===== config.mk =====
export PLATFORM = sky130hd
export DESIGN_NAME = button_debounce_press_classifier
export DESIGN_NICKNAME = d
export VERILOG_FILES = /design/src/bdpc_pkg.sv /design/src/button_debounce_press_classifier.sv /design/src/bdpc_core.sv /design/src/bdpc_queue.sv
export SDC_FILE = /design/constraint.sdc
export NUM_CORES = 1
export LEC_CHECK = 0
export BUFFER_PORTS_ARGS = -buffer_cell sky130_fd_sc_hd__buf_4
export CORE_MARGIN = 2
export CORE_UTILIZATION = 42
export CTS_CLUSTER_DIAMETER = 150
export DETAILED_ROUTE_END_ITERATION = 10
export HOLD_SLACK_MARGIN = 0.1
export PLACE_DENSITY_LB_ADDON = 0.3
export SETUP_SLACK_MARGIN = 0.1
export SYNTH_ARGS = -nofsm -noshare
export SYNTH_HDL_FRONTEND = slang
export SYNTH_SLANG_ARGS = --single-unit

===== constraint.sdc =====
create_clock -name clk -period 6.55 [get_ports clk]
set_clock_uncertainty 0.1 [all_clocks]
set_input_delay 0.655 -clock clk [delete_from_list [all_inputs] [get_ports clk]]
set_output_delay 0.655 -clock clk [all_outputs]
set_load 0.005 [all_outputs]

===== src/bdpc_pkg.sv =====
// bdpc_pkg: shared constants and types for the button debounce press classifier
// used by bdpc_core, bdpc_queue and button_debounce_press_classifier
`timescale 1ns / 1ps
`default_nettype none

package bdpc_pkg;

	localparam int MAX_EVENTS    = 6;
	localparam int THR_SLOTS     = 6;
	localparam int TIMER_BITS    = 16;
	localparam int DEBOUNCE_BITS = 8;
	localparam int CODE_BITS     = 3;
	localparam int COUNT_BITS    = 3;
	localparam int CFG_IDX_BITS  = 3;
	localparam int CFG_DATA_BITS = 16;
	localparam int QUEUE_DEPTH   = 2;

	// the effective number of event codes is the smaller of these two
	localparam int EVENT_LIMIT = (MAX_EVENTS < THR_SLOTS) ? MAX_EVENTS : THR_SLOTS;

	// configuration register indexes
	typedef enum logic [CFG_IDX_BITS-1:0] {
		REG_REPORT_MODE = 3'd0,
		REG_DEBOUNCE    = 3'd1,
		REG_EVENT_COUNT = 3'd2,
		REG_THR_1       = 3'd3,
		REG_THR_2       = 3'd4,
		REG_THR_3       = 3'd5,
		REG_THR_4       = 3'd6,
		REG_THR_5       = 3'd7
	} cfg_reg_t;

	localparam logic MODE_HELD    = 1'b0;
	localparam logic MODE_RELEASE = 1'b1;

	typedef struct packed {
		logic                                    report_mode;
		logic [DEBOUNCE_BITS-1:0]                debounce_ticks;
		logic [COUNT_BITS-1:0]                   event_count;
		logic [THR_SLOTS-1:0][TIMER_BITS-1:0]    thr;
	} cfg_t;

	// all results of one tick: fired events by code, plus status and key state
	typedef struct packed {
		logic [EVENT_LIMIT-1:0] ev_mask;
		logic [CODE_BITS-1:0]   code;
		logic                   key;
	} burst_t;

endpackage

`default_nettype wire


===== src/button_debounce_press_classifier.sv =====
// button_debounce_press_classifier: top level with configuration registers
// depends on bdpc_pkg, bdpc_core and bdpc_queue
`timescale 1ns / 1ps
`default_nettype none

// One raw pin sample per input beat. Each tick is classified in the cycle it
// is accepted (parallel threshold compares), so a tick can be taken every
// cycle. A tick yields one to five result beats; they wait in a two-entry
// burst queue and leave one per cycle while m_tready is high, so a tick
// with n results takes n output beats; the input stalls only when both queue
// entries are occupied. Configuration is written through cfg_we/cfg_addr/
// cfg_wdata and must only change while no results are pending.
module button_debounce_press_classifier
	import bdpc_pkg::*;
(
	input  wire logic                     clk,
	input  wire logic                     arst_n,
	input  wire logic                     s_tvalid,
	output logic                          s_tready,
	input  wire logic [7:0]               s_tdata,   // [0] pin_level
	output logic                          m_tvalid,
	input  wire logic                     m_tready,
	output logic [7:0]                    m_tdata,   // [2:0] event_code, [3] key_is_set
	output logic                          m_tuser,   // [0] event_valid
	output logic                          m_tlast,
	input  wire logic                     cfg_we,
	input  wire logic [CFG_IDX_BITS-1:0]  cfg_addr,
	input  wire logic [CFG_DATA_BITS-1:0] cfg_wdata
);

	cfg_t                 cfg_q;
	burst_t               burst;
	logic                 tick;
	logic                 not_full;
	logic [CODE_BITS-1:0] out_code;
	logic                 out_key;

	assign s_tready = not_full;
	assign tick     = s_tvalid && not_full;

	always_ff @(posedge clk or negedge arst_n) begin
		if (!arst_n) begin
			cfg_q.report_mode    <= MODE_HELD;
			cfg_q.debounce_ticks <= DEBOUNCE_BITS'(5);
			cfg_q.event_count    <= COUNT_BITS'(2);
			cfg_q.thr[0]         <= '0;
			cfg_q.thr[1]         <= TIMER_BITS'(5);
			cfg_q.thr[2]         <= TIMER_BITS'(60);
			cfg_q.thr[3]         <= TIMER_BITS'(65535);
			cfg_q.thr[4]         <= TIMER_BITS'(65535);
			cfg_q.thr[5]         <= TIMER_BITS'(65535);
		end else if (cfg_we) begin
			case (cfg_reg_t'(cfg_addr))
				REG_REPORT_MODE: cfg_q.report_mode    <= cfg_wdata[0];
				REG_DEBOUNCE:    cfg_q.debounce_ticks <= cfg_wdata[DEBOUNCE_BITS-1:0];
				REG_EVENT_COUNT: cfg_q.event_count    <= cfg_wdata[COUNT_BITS-1:0];
				REG_THR_1:       cfg_q.thr[1]         <= cfg_wdata[TIMER_BITS-1:0];
				REG_THR_2:       cfg_q.thr[2]         <= cfg_wdata[TIMER_BITS-1:0];
				REG_THR_3:       cfg_q.thr[3]         <= cfg_wdata[TIMER_BITS-1:0];
				REG_THR_4:       cfg_q.thr[4]         <= cfg_wdata[TIMER_BITS-1:0];
				REG_THR_5:       cfg_q.thr[5]         <= cfg_wdata[TIMER_BITS-1:0];
				default: ;
			endcase
		end
	end

	bdpc_core u_core (
		.clk    (clk),
		.arst_n (arst_n),
		.cfg    (cfg_q),
		.tick   (tick),
		.pin    (s_tdata[0]),
		.burst  (burst)
	);

	bdpc_queue u_queue (
		.clk        (clk),
		.arst_n     (arst_n),
		.push       (tick),
		.push_burst (burst),
		.not_full   (not_full),
		.out_valid  (m_tvalid),
		.out_ready  (m_tready),
		.out_event  (m_tuser),
		.out_code   (out_code),
		.out_key    (out_key),
		.out_last   (m_tlast)
	);

	assign m_tdata = {4'b0000, out_key, out_code};

endmodule

`default_nettype wire


===== src/bdpc_core.sv =====
// bdpc_core: debounce, press timer and event classifier for one tick per beat
// depends on bdpc_pkg
`timescale 1ns / 1ps
`default_nettype none

module bdpc_core
	import bdpc_pkg::*;
(
	input  wire logic   clk,
	input  wire logic   arst_n,
	input  wire cfg_t   cfg,
	input  wire logic   tick,
	input  wire logic   pin,
	output burst_t      burst
);

	logic                     sampled_q;
	logic [DEBOUNCE_BITS-1:0] stable_q;
	logic                     held_q;
	logic [TIMER_BITS-1:0]    press_q;
	logic                     key_q;
	logic [CODE_BITS-1:0]     cur_q;

	logic [DEBOUNCE_BITS-1:0] stable_n;
	logic                     held_n;
	logic [TIMER_BITS-1:0]    press_inc;
	logic [TIMER_BITS-1:0]    press_n;
	logic                     key_n;
	logic [CODE_BITS-1:0]     cur_n;
	logic [EVENT_LIMIT-1:0]   fire;
	logic [COUNT_BITS-1:0]    cnt_eff;
	logic [EVENT_LIMIT-1:0]   in_use;
	logic [EVENT_LIMIT-1:0]   passed;

	always_comb begin
		if (cfg.event_count > COUNT_BITS'(EVENT_LIMIT)) begin
			cnt_eff = COUNT_BITS'(EVENT_LIMIT);
		end else begin
			cnt_eff = cfg.event_count;
		end

		press_inc = (held_q && press_q != '1) ? press_q + 1'b1 : press_q;

		if (pin != sampled_q) begin
			stable_n = '0;
		end else if (stable_q != '1) begin
			stable_n = stable_q + 1'b1;
		end else begin
			stable_n = stable_q;
		end

		held_n  = held_q;
		press_n = press_inc;
		if (stable_n >= cfg.debounce_ticks) begin
			if (pin && !held_q) begin
				held_n  = 1'b1;
				press_n = '0;
			end
			if (!pin) begin
				held_n = 1'b0;
			end
		end

		// thresholds compared in parallel
		for (int k = 0; k < EVENT_LIMIT; k++) begin
			in_use[k] = (k >= 1) && (COUNT_BITS'(k) < cnt_eff);
			passed[k] = press_n >= cfg.thr[k];
		end

		fire  = '0;
		key_n = key_q;
		cur_n = cur_q;
		if (!key_q) begin
			if (held_n && press_n >= cfg.thr[1]) begin
				key_n = 1'b1;
				if (cfg.report_mode == MODE_HELD) begin
					cur_n   = CODE_BITS'(1);
					fire[1] = 1'b1;
				end
			end
		end else if (cfg.report_mode == MODE_HELD) begin
			if (!held_n) begin
				key_n   = 1'b0;
				cur_n   = '0;
				fire[0] = 1'b1;
			end else begin
				for (int k = 2; k < EVENT_LIMIT; k++) begin
					if (in_use[k] && passed[k] && cur_q < CODE_BITS'(k)) begin
						fire[k] = 1'b1;
						cur_n   = CODE_BITS'(k);
					end
				end
			end
		end else begin
			if (!held_n) begin
				key_n = 1'b0;
				for (int k = 1; k < EVENT_LIMIT; k++) begin
					if (in_use[k] && passed[k]) begin
						fire[k] = 1'b1;
						cur_n   = CODE_BITS'(k);
					end
				end
			end
		end

		burst.ev_mask = fire;
		burst.code    = cur_n;
		burst.key     = key_n;
	end

	always_ff @(posedge clk or negedge arst_n) begin
		if (!arst_n) begin
			sampled_q <= 1'b0;
			stable_q  <= '0;
			held_q    <= 1'b0;
			press_q   <= '0;
			key_q     <= 1'b0;
			cur_q     <= '0;
		end else if (tick) begin
			sampled_q <= pin;
			stable_q  <= stable_n;
			held_q    <= held_n;
			press_q   <= press_n;
			key_q     <= key_n;
			cur_q     <= cur_n;
		end
	end

`ifndef SYNTHESIS
	// state moves only on an accepted tick
	a_press_idle: assert property (@(posedge clk) disable iff (!arst_n)
		!tick |=> $stable(press_q) && $stable(key_q) && $stable(cur_q))
		else $error("press state changed without a tick");

	// the key can only become set while a hold is running
	a_key_needs_hold: assert property (@(posedge clk) disable iff (!arst_n)
		$rose(key_q) |-> held_q)
		else $error("key set without a hold");

	// a release event always leaves the key clear and the current code at zero
	a_release_clears: assert property (@(posedge clk) disable iff (!arst_n)
		tick && burst.ev_mask[0] |=> !key_q && cur_q == '0)
		else $error("release event left key set");
`endif

endmodule

`default_nettype wire


===== src/bdpc_queue.sv =====
// bdpc_queue: two-entry queue of per-tick result bursts, drained one result per beat
// depends on bdpc_pkg
`timescale 1ns / 1ps
`default_nettype none

module bdpc_queue
	import bdpc_pkg::*;
(
	input  wire logic               clk,
	input  wire logic               arst_n,
	input  wire logic               push,
	input  wire burst_t             push_burst,
	output logic                    not_full,
	output logic                    out_valid,
	input  wire logic               out_ready,
	output logic                    out_event,
	output logic [CODE_BITS-1:0]    out_code,
	output logic                    out_key,
	output logic                    out_last
);

	localparam int PTR_BITS = (QUEUE_DEPTH > 1) ? $clog2(QUEUE_DEPTH) : 1;
	localparam int CNT_BITS = $clog2(QUEUE_DEPTH + 1);

	burst_t                 ent_q [QUEUE_DEPTH];
	logic [PTR_BITS-1:0]    wr_ptr_q;
	logic [PTR_BITS-1:0]    rd_ptr_q;
	logic [CNT_BITS-1:0]    cnt_q;
	logic [EVENT_LIMIT-1:0] done_q;

	burst_t                 head;
	logic [EVENT_LIMIT-1:0] rem;
	logic [EVENT_LIMIT-1:0] low_bit;
	logic                   pop_beat;
	logic                   pop;

	assign not_full  = cnt_q != CNT_BITS'(QUEUE_DEPTH);
	assign out_valid = cnt_q != '0;
	assign head      = ent_q[rd_ptr_q];
	assign rem       = head.ev_mask & ~done_q;

	// lowest pending event code goes out first
	always_comb begin
		out_code = head.code;
		low_bit  = '0;
		for (int k = EVENT_LIMIT - 1; k >= 0; k--) begin
			if (rem[k]) begin
				out_code = CODE_BITS'(k);
				low_bit  = '0;
				low_bit[k] = 1'b1;
			end
		end
		out_event = rem != '0;
		out_key   = head.key;
		out_last  = (rem & (rem - 1'b1)) == '0;
	end

	assign pop_beat = out_valid && out_ready;
	assign pop      = pop_beat && out_last;

	always_ff @(posedge clk) begin
		if (push) begin
			ent_q[wr_ptr_q] <= push_burst;
		end
	end

	always_ff @(posedge clk or negedge arst_n) begin
		if (!arst_n) begin
			wr_ptr_q <= '0;
			rd_ptr_q <= '0;
			cnt_q    <= '0;
			done_q   <= '0;
		end else begin
			if (push) begin
				wr_ptr_q <= (wr_ptr_q == PTR_BITS'(QUEUE_DEPTH - 1)) ? '0 : wr_ptr_q + 1'b1;
			end
			if (pop) begin
				rd_ptr_q <= (rd_ptr_q == PTR_BITS'(QUEUE_DEPTH - 1)) ? '0 : rd_ptr_q + 1'b1;
				done_q   <= '0;
			end else if (pop_beat) begin
				done_q <= done_q | low_bit;
			end
			if (push && !pop) begin
				cnt_q <= cnt_q + 1'b1;
			end else if (pop && !push) begin
				cnt_q <= cnt_q - 1'b1;
			end
		end
	end

`ifndef SYNTHESIS
	a_cnt_bound: assert property (@(posedge clk) disable iff (!arst_n)
		cnt_q <= CNT_BITS'(QUEUE_DEPTH))
		else $error("burst queue overfilled");

	// progress marks stay inside the head burst
	a_done_subset: assert property (@(posedge clk) disable iff (!arst_n)
		out_valid |-> (done_q & ~head.ev_mask) == '0)
		else $error("progress mask outside head burst");

	// finishing a burst with no push frees one entry
	a_pop_count: assert property (@(posedge clk) disable iff (!arst_n)
		pop && !push |=> cnt_q == $past(cnt_q) - 1'b1)
		else $error("queue count did not drop on pop");

	a_no_push_full: assert property (@(posedge clk) disable iff (!arst_n)
		push |-> not_full)
		else $error("push into full queue");
`endif

endmodule

`default_nettype wire

======== Yosys cells after proc, flatten, opt, wreduce, memory -nomap -nowiden ========
Memories as Yosys holds them, arrays and structs flattened.
Cells that the tools add are included.
word-level totals
  flip-flop bits (word level) ............. 132
  RAM bits ................................ 20
  output and inout port bits .............. 12
  logic and storage cells ................. 158
  memories ................................ 1
operators by class
  add/subtract/negate cells ............... 7
  magnitude comparators ................... 16
  equal/unequal tests ..................... 11
  mux-type cells .......................... 67
  bitwise gates (word level) .............. 4
  reduce and logical (&&, ||, !) cells .... 34
memory list
  memory         words  bits a word  read ports  clocked after memory_dff  wr ports  line              text
  u_queue.ent_q  2      10           1           0                         1         bdpc_queue.sv:25  burst_t ent_q [QUEUE_DEPTH];
operators by type and width
  operator                 count
  $ge A16 B16 Y1           5
  $mux W3                  22
  $mux W16                 3
  $mux W6                  8
  $mux W1                  26
  $logic_and A1 B1 Y1      17
  $add A16 B1 Y16 const B  1
  $mux W8                  2
  $ne A16 B16 Y1 const B   1
  $reduce_and A2 Y1        8
  $and A6 B6 Y6            2
  $eq A3 B3 Y1 const B     4
  $mux W4                  3
  $add A8 B1 Y8 const B    1
  $ge A8 B8 Y1             1
  $ne A8 B8 Y1 const B     1
  $eq A3 B2 Y1 const B     2
  $logic_not A6 Y1         1
  $lt A2 B3 Y1 const A     2
  $lt A3 B2 Y1 const B     2
  $lt A3 B3 Y1 const A     2
  $lt A3 B3 Y1 const B     2
  $not A6 Y6               1
  $or A6 B6 Y6             1
  15 further kinds         21

======== Longest topological paths before layout ========
Gate-level depths: netlist of the first run.
  word-level depth ........................ 15
  depth in mapped cells ................... 26
  gate-level depth less buffers ........... 24

======== Modules after synthesis ========
Synthesis of the first run repeated with hierarchy kept, for this count alone.
second synthesis, totals
  cell total of the unflattened synthesis .. 879
  area, all modules ....................... 9485.3 um^2
by module, submodules not included
  module                            times used  cells each  area an instance (um^2)
  bdpc_core                         1           567         4430.5
  button_debounce_press_classifier  1           210         3721.1
  bdpc_queue                        1           102         1333.8

======== Worst setup path after synthesis of the first run ========
Ideal clock, no wire load.
  path type ............................... reg2reg
  from .................................... reg u_core.stable_q[0]
  to ...................................... mem u_queue.ent_q[0][1] (netlist name), data pin
  library setup time ...................... 280 ps
  data arrival time ....................... 4785 ps
  slack ................................... 1385 ps
  stages on the path, launching flop included .. 26
  path buffers ............................ 2
  cell sequence ........................... dfrtp_1 > ha_1 > and3_1 > and3_1 > nand3_1 > xor2_1 > nand2_1 > ha_1 > nor2b_1 > o21ai_1 > a41oi_1 > a21oi_2 > and3_1 > clkbuf_1 > buf_2 > nor2_1 > ha_1 > a211oi_1 > o21ai_1 > a2111oi_0 > o22ai_1 > o21ai_2 > a21o_1 > a21boi_1 > o41ai_2 > a22oi_1
RTL lines
  element                 line              text
  start, declared         bdpc_core.sv:18   logic [DEBOUNCE_BITS-1:0] stable_q;
  start signal, assigned  bdpc_core.sv:121  stable_q <= stable_n;
  end, declared           bdpc_queue.sv:25

==> qor.log, run 1 <==
qor: floorplanning.core_region_area 21100 µm²
qor: timing.max_freq 168 MHz
qor: pwr.seq_power_share 37.8%
qor: cts.clk_path_buf_depth 2
qor: placement.port_buffers 32
qor: placement.place_congestion 0.867
qor: worst_setup_path.critPathMaxFanout 22
qor: synthesis.ys_seq_elements 152
qor: floorplanning.die-width 151 µm
qor: synthesis.syn_inst 901
qor: floorplanning.fp.dieH 151 µm
qor: cts.cts_tree done
qor: detailed_routing.drt_first_iter_violations 378
qor: cells_and_area.postLayoutCellArea 10300 µm²
qor: cts.clock_latency 0.43 ns
qor: global_routing.groute.layer.met3.usage 3.64%
qor: pwr.static-leakage-power 4.84 nW
qor: synthesis.synth_area 9050 µm²
qor: cells_and_area.area_growth 14.0%
qor: detailed_routing.vias_per_cell 5.29
qor: detailed_routing.routed_wire_length 19600 µm
qor: detailed_routing.route.vias.total 6490
qor: timing.timing.max_slew.rel_slack 27.5%
qor: status.outcome completed
qor: synthesis.synth-edff-count 20
qor: synthesis.synth_area_leader dfrtp_1
qor: synthesis.synthTopCellsByCount nand2_1 (105), inv_1 (94), ha_1 (91)
qor: synthesis.synth_top_flop_cell dfrtp_1
qor: timing.tightest_slew 1.08 ns
qor: detailed_routing.ant_nets 0
qor: worst_setup_path.r2r-start u_core.stable_q[0]$_DFFE_PN0P_
qor: pwr.power.share.clock 30.0%
qor: synthesis.netlist-cell-type-count 70
qor: global_routing.grt_use_total 18.7%
qor: synthesis.yosys_warnings 0
qor: pwr.power.density_cell_area 353 nW/µm²
qor: global_routing.met1_usage 25.3%
qor: floorplanning.effective_utilization_at_floorplan 42.9%
qor: pwr.power_frac_comb 32.2%
qor: synthesis.ys_async_sr_fraction 86.8%
qor: global_routing.global_route.peak_usage_layer met2
qor: timing.final_min_period_over_clock_period 90.9%
qor: global_routing.grt_use_met2 30.8%
qor: global_routing.initial_antenna_violation_count 0
qor: cts.ctsRootBufferMaster clkbuf_16
qor: cts.cts_hold_buffers 0
qor: flow_run.max_cap_violations 0
qor: cts.clock_sink_count 152
qor: pwr.power_total 3.64 mW
qor: worst_setup_path.worst_setup_path_start_kind register
qor: detailed_routing.route.detailed.drc 0
qor: cells_and_area.drive_above_1_share 24.8%
qor: pwr.power.switching_fraction 33.2%
qor: synthesis.synth_area_leaders dfrtp_1 (21%), dfstp_2 (17%), ha_1 (13%)
qor: worst_setup_path.worst_flop_to_flop_path_endpoint u_queue.ent_q[1][3]$_DFFE_PP_
qor: timing.pins_over_their_slew_limit 0
qor: timing.hold_violations 0
qor: cells_and_area.num-nets-final 1062
qor: hold_path.holdCritPathClass in2async
qor: pwr.design_internal_power 2.43 mW
qor: synthesis.most_instantiated_library_cell_after_synthesis nand2_1
qor: timing.setup-violations-final 0
qor: worst_setup_path.crit_type reg2reg
qor: cells_and_area.num_antenna_cells 0
qor: global_routing.globalRouteOverflowTotal 0
qor: synthesis.avgSynthCellArea 10.0 µm²
qor: placement.dp_worst_setup_slack 0.450 ns
qor: floorplanning.std_cell_rows 53
qor: synthesis.synth-seq-area-share 43.9%
qor: pwr.vdd_ir_drop_max 0.200 mV
qor: placement.dp_cells 1195
qor: worst_setup_path.timing.critical_path.arrival 6.03 ns
qor: timing.setup-tns-final 0 ns
qor: worst_setup_path.reg2reg_depth 23
qor: cts.h-tree-depth 4
qor: worst_setup_path.worstPathRequired 6.62 ns
qor: timing.unrepaired_setup_endpoints_after_global_routing no
qor: cells_and_area.layoutNonFillerInstCount 1227
qor: synthesis.synth_top_cell_area_share 20.7%
qor: cts.clkTransAtPathRegs 0.07 ns
qor: worst_setup_path.rrSetupSlack 0.60 ns
qor: cts.cts_inserted_buffers 17
qor: detailed_routing.firstDrtPassIters 4
qor: floorplanning.die_footprint 22700 µm²
qor: global_routing.grt_pass1_vias 6356
qor: global_routing.grt_max_degree 78
qor: worst_setup_path.endpoint_kind register
qor: global_routing.grt_pass1_wl 32900 µm
qor: placement.detailed_place.area 9620 µm²
qor: pwr.netSwitchingPower 1.21 mW
qor: placement.detailed_place_hpwl 13900 µm
qor: timing.final.min_clock_period 5.95 ns
qor: detailed_routing.wire_per_inst 16.0 µm
qor: floorplanning.io-pin-count 44
qor: timing.setup_slack 0.598 ns
## per-stage QoR
stage          hold slack (ns)  util [%]
6_report                 0.119      48.9
5_1_grt                  0.207      48.9
4_1_cts                  0.192      48.8
3_5_place_dp             0.374      45.6
3_3_place_gp             0.371      45.6
2_1_floorplan            0.259         -
## sequential cells by signal, indices dropped and copies added (netlist names)
signal	cells
cfg_q	92
u_queue.wr_ptr_q	1
u_core.stable_q	8
u_core.key_q	1
u_core.sampled_q	1
u_queue.rd_ptr_q	1
u_queue.cnt_q	2
u_queue.ent_q	20
u_core.cur_q	3
u_core.held_q	1
u_queue.done_q	6
u_core.press_q	16
## worst max-delay path: stages (launching register included)
cell	delay, ns
dfrtp_1	0.43
ha_1	0.21
and3_1	0.19
and3_1	0.22
nand3_1	0.23
a31oi_1	0.31
ha_1	0.29
a21oi_1	0.14
o21ai_1	0.08
a41oi_1	0.28
a21oi_2	0.13
and3_1	0.27
buf_4	0.24
nor2_1	0.36
ha_1	0.32
a21oi_1	0.15
nor2_1	0.05
a211oi_1	0.45
o32ai_1	0.19
nor2_1	0.33
nand2_1	0.16
a21oi_1	0.14
o21ai_1	0.09
a32o_1	0.32
## layout by cell type, fill, tap and decap left out, types with 3 or more instances in the layout
cell type and instances:
nand2b_1 8, inv_6 3, o31ai_1 8, bufinv_16 3, mux2_2 72, nand4_1 17, nor2b_1 6, dfrtp_1 75
a31oi_1 8, dfstp_2 57, o21ai_1 7, edfxtp_1 20, a211oi_1 13, ha_1 91, or2_2 3, nand2_1 105
a21o_1 12, a21oi_1 34, inv_1 94, clkbuf_16 19, and3_1 9, mux2i_1 10, conb_1 4, xnor2_1 8
xor2_1 16, clkbuf_8 3, nor3_1 9, buf_4 45, nor2_2 6, nand3_1 9, nand4b_1 3, nor2_1 64
o21ai_0 54, a211o_1 3
## cell families (layout without fill, tap and decap cells)
logic type | count (synthesis) | in the layout | synth area share, %
compound gates | 170 | 170 | 12.1
xor+xnor | 24 | 24 | 2.32
fa+ha+maj | 92 | 92 | 12.7
buf+inv | 125 | 173 | 5.54
flops | 152 | 152 | 43.9
mux | 83 | 83 | 10.2
other cells | 1 | 4 | 0.0414
simple gates | 254 | 254 | 13.2
## worst max path at each step
stage                                              start                            end  slack, ns  depth (start not counted)
final                     u_core.stable_q[0]$_DFFE_PN0P_  u_queue.ent_q[1][3]$_DFFE_PP_       0.60                         23
after global routing      u_core.stable_q[0]$_DFFE_PN0P_  u_queue.ent_q[0][2]$_DFFE_PP_       0.10                         23
after CTS                 u_core.stable_q[0]$_DFFE_PN0P_  u_queue.ent_q[1][1]$_DFFE_PP_       0.42                         23
after detailed placement  u_core.stable_q[0]$_DFFE_PN0P_  u_queue.ent_q[1][1]$_DFFE_PP_       0.45                         23
after global placement    u_core.stable_q[0]$_DFFE_PN0P_  u_queue.ent_q[0][3]$_DFFE_PP_       0.50                         23
after floorplan           u_core.stable_q[0]$_DFFE_PN0P_  u_queue.ent_q[0][1]$_DFFE_PP_       1.39                         25
## layer usage
metal | routed length, µm | vias up
li1 | - | 3228
met1 | 9220 | 3157
met2 | 9470 | 89
met3 | 667 | 16
met4 | 259 | 0
met5 | 0 | -
## final cells by class
| cell class | count | area (µm²) |
|---|---|---|
| Clock buffer | 22 | 517 |
| Clock inverter | 10 | 151 |
| Fill cell | 1957 | 10800 |
| Inverter | 95 | 357 |
| Multi-Input combinational cell | 627 | 4630 |
| Sequential cell | 152 | 3980 |
| Tap cell | 275 | 344 |
| Timing Repair Buffer | 46 | 349 |
## timing repair
item	in CTS	in global routing
setup endpoints to repair	0	8
gates resized for setup	0	11
setup buffers	0	0
## power groups by stage
stage	sequential, mW	combinational, mW	clock (mW)
2_1_floorplan	1.34	0.851	0
3_3_place_gp	1.38	1.15	0
3_5_place_dp	1.39	1.17	0
4_1_cts	1.38	1.18	1.12
5_1_grt	1.41	1.34	1.16
6_report	1.38	1.17	1.09
(Power assumes the default switching activity.)
==> inputs of run 2 (changes only) <==
- BUFFER_PORTS_ARGS: -buffer_cell sky130_fd_sc_hd__buf_4 -> -buffer_cell sky130_fd_sc_hd__buf_2
- clock period: 6.55 -> 5.45 ns (I/O delays scaled with it)
==> run 2 against run 1 <==
Net effect: core utilization up 2.1 points; flip-flop and latch count is the same; via count rose by 2.6%.
==> qor.log, run 2 (synthesis results as in run 1) <==
qor: status.outcome completed [unchanged]
qor: detailed_routing.routed.top_layer met4 [unchanged]
qor: cts.ctsRootBufferMaster clkbuf_16 [unchanged]
qor: detailed_routing.route.layer.met1.wl 9150 µm [was 9220 µm]
qor: placement.port_buffers 32 [unchanged]
qor: worst_setup_path.cp_slowest_cell dfrtp_1 [was a211oi_1]
qor: floorplanning.die-width 151 µm [unchanged]
qor: cells_and_area.mostFrequentLayoutCells nand2_1 (105), inv_1 (94), ha_1 (87) [was nand2_1 (105), inv_1 (94), ha_1 (91)]
qor: placement.place_congestion 0.857 [was 0.867]
qor: global_routing.grt_pass1_wl 32900 µm [about the same]
qor: timing.pins_over_their_slew_limit 0 [unchanged]
qor: detailed_routing.route.vias.total 6661 [was 6490]
qor: cts.cts_inserted_buffers 17 [unchanged]
qor: floorplanning.effective_utilization_at_floorplan 42.9% [unchanged]
qor: timing.final_min_period_over_clock_period 95.2% [was 90.9%]
qor: cells_and_area.postLayoutCellArea 10800 µm² [was 10300 µm²]
qor: worst_setup_path.worst_setup_path_start_kind register [unchanged]
qor: detailed_routing.vias_per_cell 5.24 [was 5.29]
qor: cells_and_area.largest_register cfg_q [unchanged]
qor: floorplanning.die_footprint 22700 µm² [unchanged]
qor: cts.clock_sink_count 152 [unchanged]
qor: worst_setup_path.endpoint_kind register [unchanged]
qor: global_routing.grt_use_total 18.8% [was 18.7%]
qor: worst_setup_path.crit_type reg2reg [unchanged]
qor: placement.detailed_place_hpwl 14200 µm [was 13900 µm]
qor: worst_setup_path.crit_family compound AO/OA/AOI/OAI gates [unchanged]
qor: cells_and_area.max_reg_flops 92 [unchanged]
qor: cts.h-tree-depth 4 [unchanged]
qor: timing.setup-violations-final 0 [unchanged]
qor: pwr.vdd_ir_drop_max 0.227 mV [was 0.200 mV]
qor: timing.tightest_slew 1.09 ns [was 1.08 ns]
qor: cts.cts_hold_buffers 0 [unchanged]
qor: cells_and_area.postLayoutCoreUtil 51.1% [was 48.9%]
qor: worst_setup_path.worstPathRequired 5.50 ns [was 6.62 ns]
qor: cts.clock_latency 0.43 ns [about the same]
qor: detailed_routing.firstDrtPassIters 5 [was 4]
qor: detailed_routing.drt_first_iter_violations 252 [was 378]
qor: worst_setup_path.timing.critical_path.arrival 5.24 ns [was 6.03 ns]
qor: detailed_routing.routed_wire_length 20400 µm [was 19600 µm]
qor: detailed_routing.dr_wl_met2 10200 µm [was 9470 µm]
qor: placement.detailed_place.area 9850 µm² [was 9620 µm²]
qor: global_routing.grt_pass1_vias 6587 [was 6356]
qor: cts.cts_tree done [unchanged]
qor: pwr.power.density_cell_area 411 nW/µm² [was 353 nW/µm²]
qor: floorplanning.fp.dieH 151 µm [unchanged]
qor: worst_setup_path.timing.critical_path.slowest_cell_delay 0.35 ns [was 0.45 ns]
qor: cells_and_area.area_growth 19.0% [was 14.0%]
qor: detailed_routing.met3_length 593 µm [was 667 µm]
qor: cts.clkTransAtPathRegs 0.07 ns [about the same]
qor: cts.clk_path_buf_depth 2 [unchanged]
qor: global_routing.initial_antenna_violation_count 0 [unchanged]
qor: global_routing.globalRouteOverflowTotal 0 [unchanged]
qor: floorplanning.core_region_area 21100 µm² [unchanged]
qor: hold_path.holdCritPathClass in2async [unchanged]
qor: floorplanning.std_cell_rows 53 [unchanged]
qor: worst_setup_path.critPathMaxFanout 6 [was 22]
qor: timing.unrepaired_setup_endpoints_after_global_routing yes [was no]
qor: detailed_routing.wire_per_inst 16.0 µm [about the same]
qor: timing.final.min_clock_period 5.19 ns [was 5.95 ns]
qor: detailed_routing.route.detailed.drc 0 [unchanged]
qor: detailed_routing.ant_nets 0 [unchanged]
qor: worst_setup_path.reg2reg_depth 27 [was 23]
qor: timing.max_freq 193 MHz [was 168 MHz]
qor: timing.setup-tns-final 0 ns [unchanged]
qor: cells_and_area.layout_top_registers cfg_q: 92 flops, u_queue.ent_q: 20 flops, u_core.press_q: 16 flops [unchanged]
qor: cells_and_area.num_antenna_cells 0 [unchanged]
qor: timing.timing.max_slew.rel_slack 27.2% [was 27.5%]
qor: cells_and_area.num-nets-final 1107 [was 1062]
qor: worst_setup_path.number_of_logic_stages_on_the_critical_path_including_buffering 27 [was 23]
qor: worst_setup_path.critical_path_buffer_and_inverter_count 5 [was 1]
qor: pwr.static-leakage-power 5.05 nW [was 4.84 nW]
qor: flow_run.max_cap_violations 0 [unchanged]
qor: global_routing.grt_max_degree 90 [was 78]
qor: cells_and_area.most_common_library_cell_in_the_layout_ignoring_fill_and_taps nand2_1 [unchanged]
qor: timing.hold_violations 0 [unchanged]
qor: cells_and_area.drive_above_1_share 30.6% [was 24.8%]
qor: floorplanning.io-pin-count 44 [unchanged]
[run 2: changes by cell type in the layout (fill, tap and decap cells not counted), moves of 3 or more]
cell / delta
clkbuf_8: -3
a21oi_2: +3
and3_1: -3
buf_4: +10
buf_2: +31
nor2_1: -4
ha_4: +3
and3_4: +3
nor2_4: +5
a21oi_1: -3
o21ai_0: -3
ha_1: -4
[run 2: per-layer routing]
layer	global-route usage, %	vias up
li1	-	3313
met3	3.40	25
met4	5.51	0
met1	23.7	3226
met5	0	-
met2	32.9	97
[run 2: worst register-to-register path, cell delays in order, from the launching register on]
cell and delay [ns]:
dfrtp_1 0.35, ha_2 0.19, and3_4 0.19, and3_4 0.21
nand3_4 0.09, buf_4 0.17, a31oi_2 0.24, ha_1 0.30
nand3_1 0.10, nand2_1 0.07, a41oi_2 0.18, a21oi_2 0.08
and3_4 0.22, buf_12 0.15, buf_12 0.13, nor2_2 0.22
buf_4 0.16, ha_1 0.14, nand4_1 0.14, nor2_4 0.17
a21boi_1 0.25, a41oi_2 0.06, buf_4 0.18, a211o_1 0.29
a2bb2oi_1 0.14, o21ai_0 0.08, a21oi_1 0.20, a22oi_1 0.12
[run 2: cell type report]
cell class | count | area (µm²)
repair buffers | 91 | 656
multi-input cells | 627 | 4800
flip-flops and latches | 152 | 3980
clock inverters | 14 | 210
clock buffers | 18 | 429
well taps | 275 | 344
inverters | 95 | 357
fillers | 1967 | 10300
[run 2: through the flow]
step,power [mW],setup slack [ns],hold slack [ns],cells
2_1_floorplan,2.63,0.285,0.149,904
3_3_place_gp,3.07,-0.0689,0.370,1233
3_5_place_dp,3.11,-0.161,0.379,1233
4_1_cts,4.43,0.116,0.124,1265
5_1_grt,4.74,0.0290,0.152,1272
6_report,4.43,0.264,0.0722,1272
[run 2: power by group]
part	switching (mW)	leakage [nW]	internal [mW]	total, mW
registers	0.165	1.74	1.48	1.65
clock network	0.508	0.311	0.781	1.29
logic	0.836	3.01	0.658	1.49
total	1.51	5.05	2.92	4.43
[run 2: final timing paths]
path	endpoint	slack, ns	from
min in group clk	cfg_q[43]$_DFFE_PN0P_	0.28	cfg_wdata[11]
worst max register to register	u_queue.ent_q[0][1]$_DFFE_PP_	0.26	u_core.stable_q[1]$_DFFE_PN0P_
max in group asynchronous	cfg_q[107]$_DFFE_PN0P_	4.04	arst_n
worst max-delay path	u_queue.ent_q[0][1]$_DFFE_PP_	0.26	u_core.stable_q[1]$_DFFE_PN0P_
worst min-delay path	u_queue.done_q[2]$_DFFE_PN0P_	0.07	arst_n
worst min register to register	u_core.press_q[15]$_DFFE_PN0P_	0.39	u_core.press_q[15]$_DFFE_PN0P_
[run 2: what timing repair did]
item	CTS	global route
gates cloned	0	1
buffers inserted	0	6
gates resized for setup	19	30
endpoints found under the setup margin	9	9
pin swaps	0	20
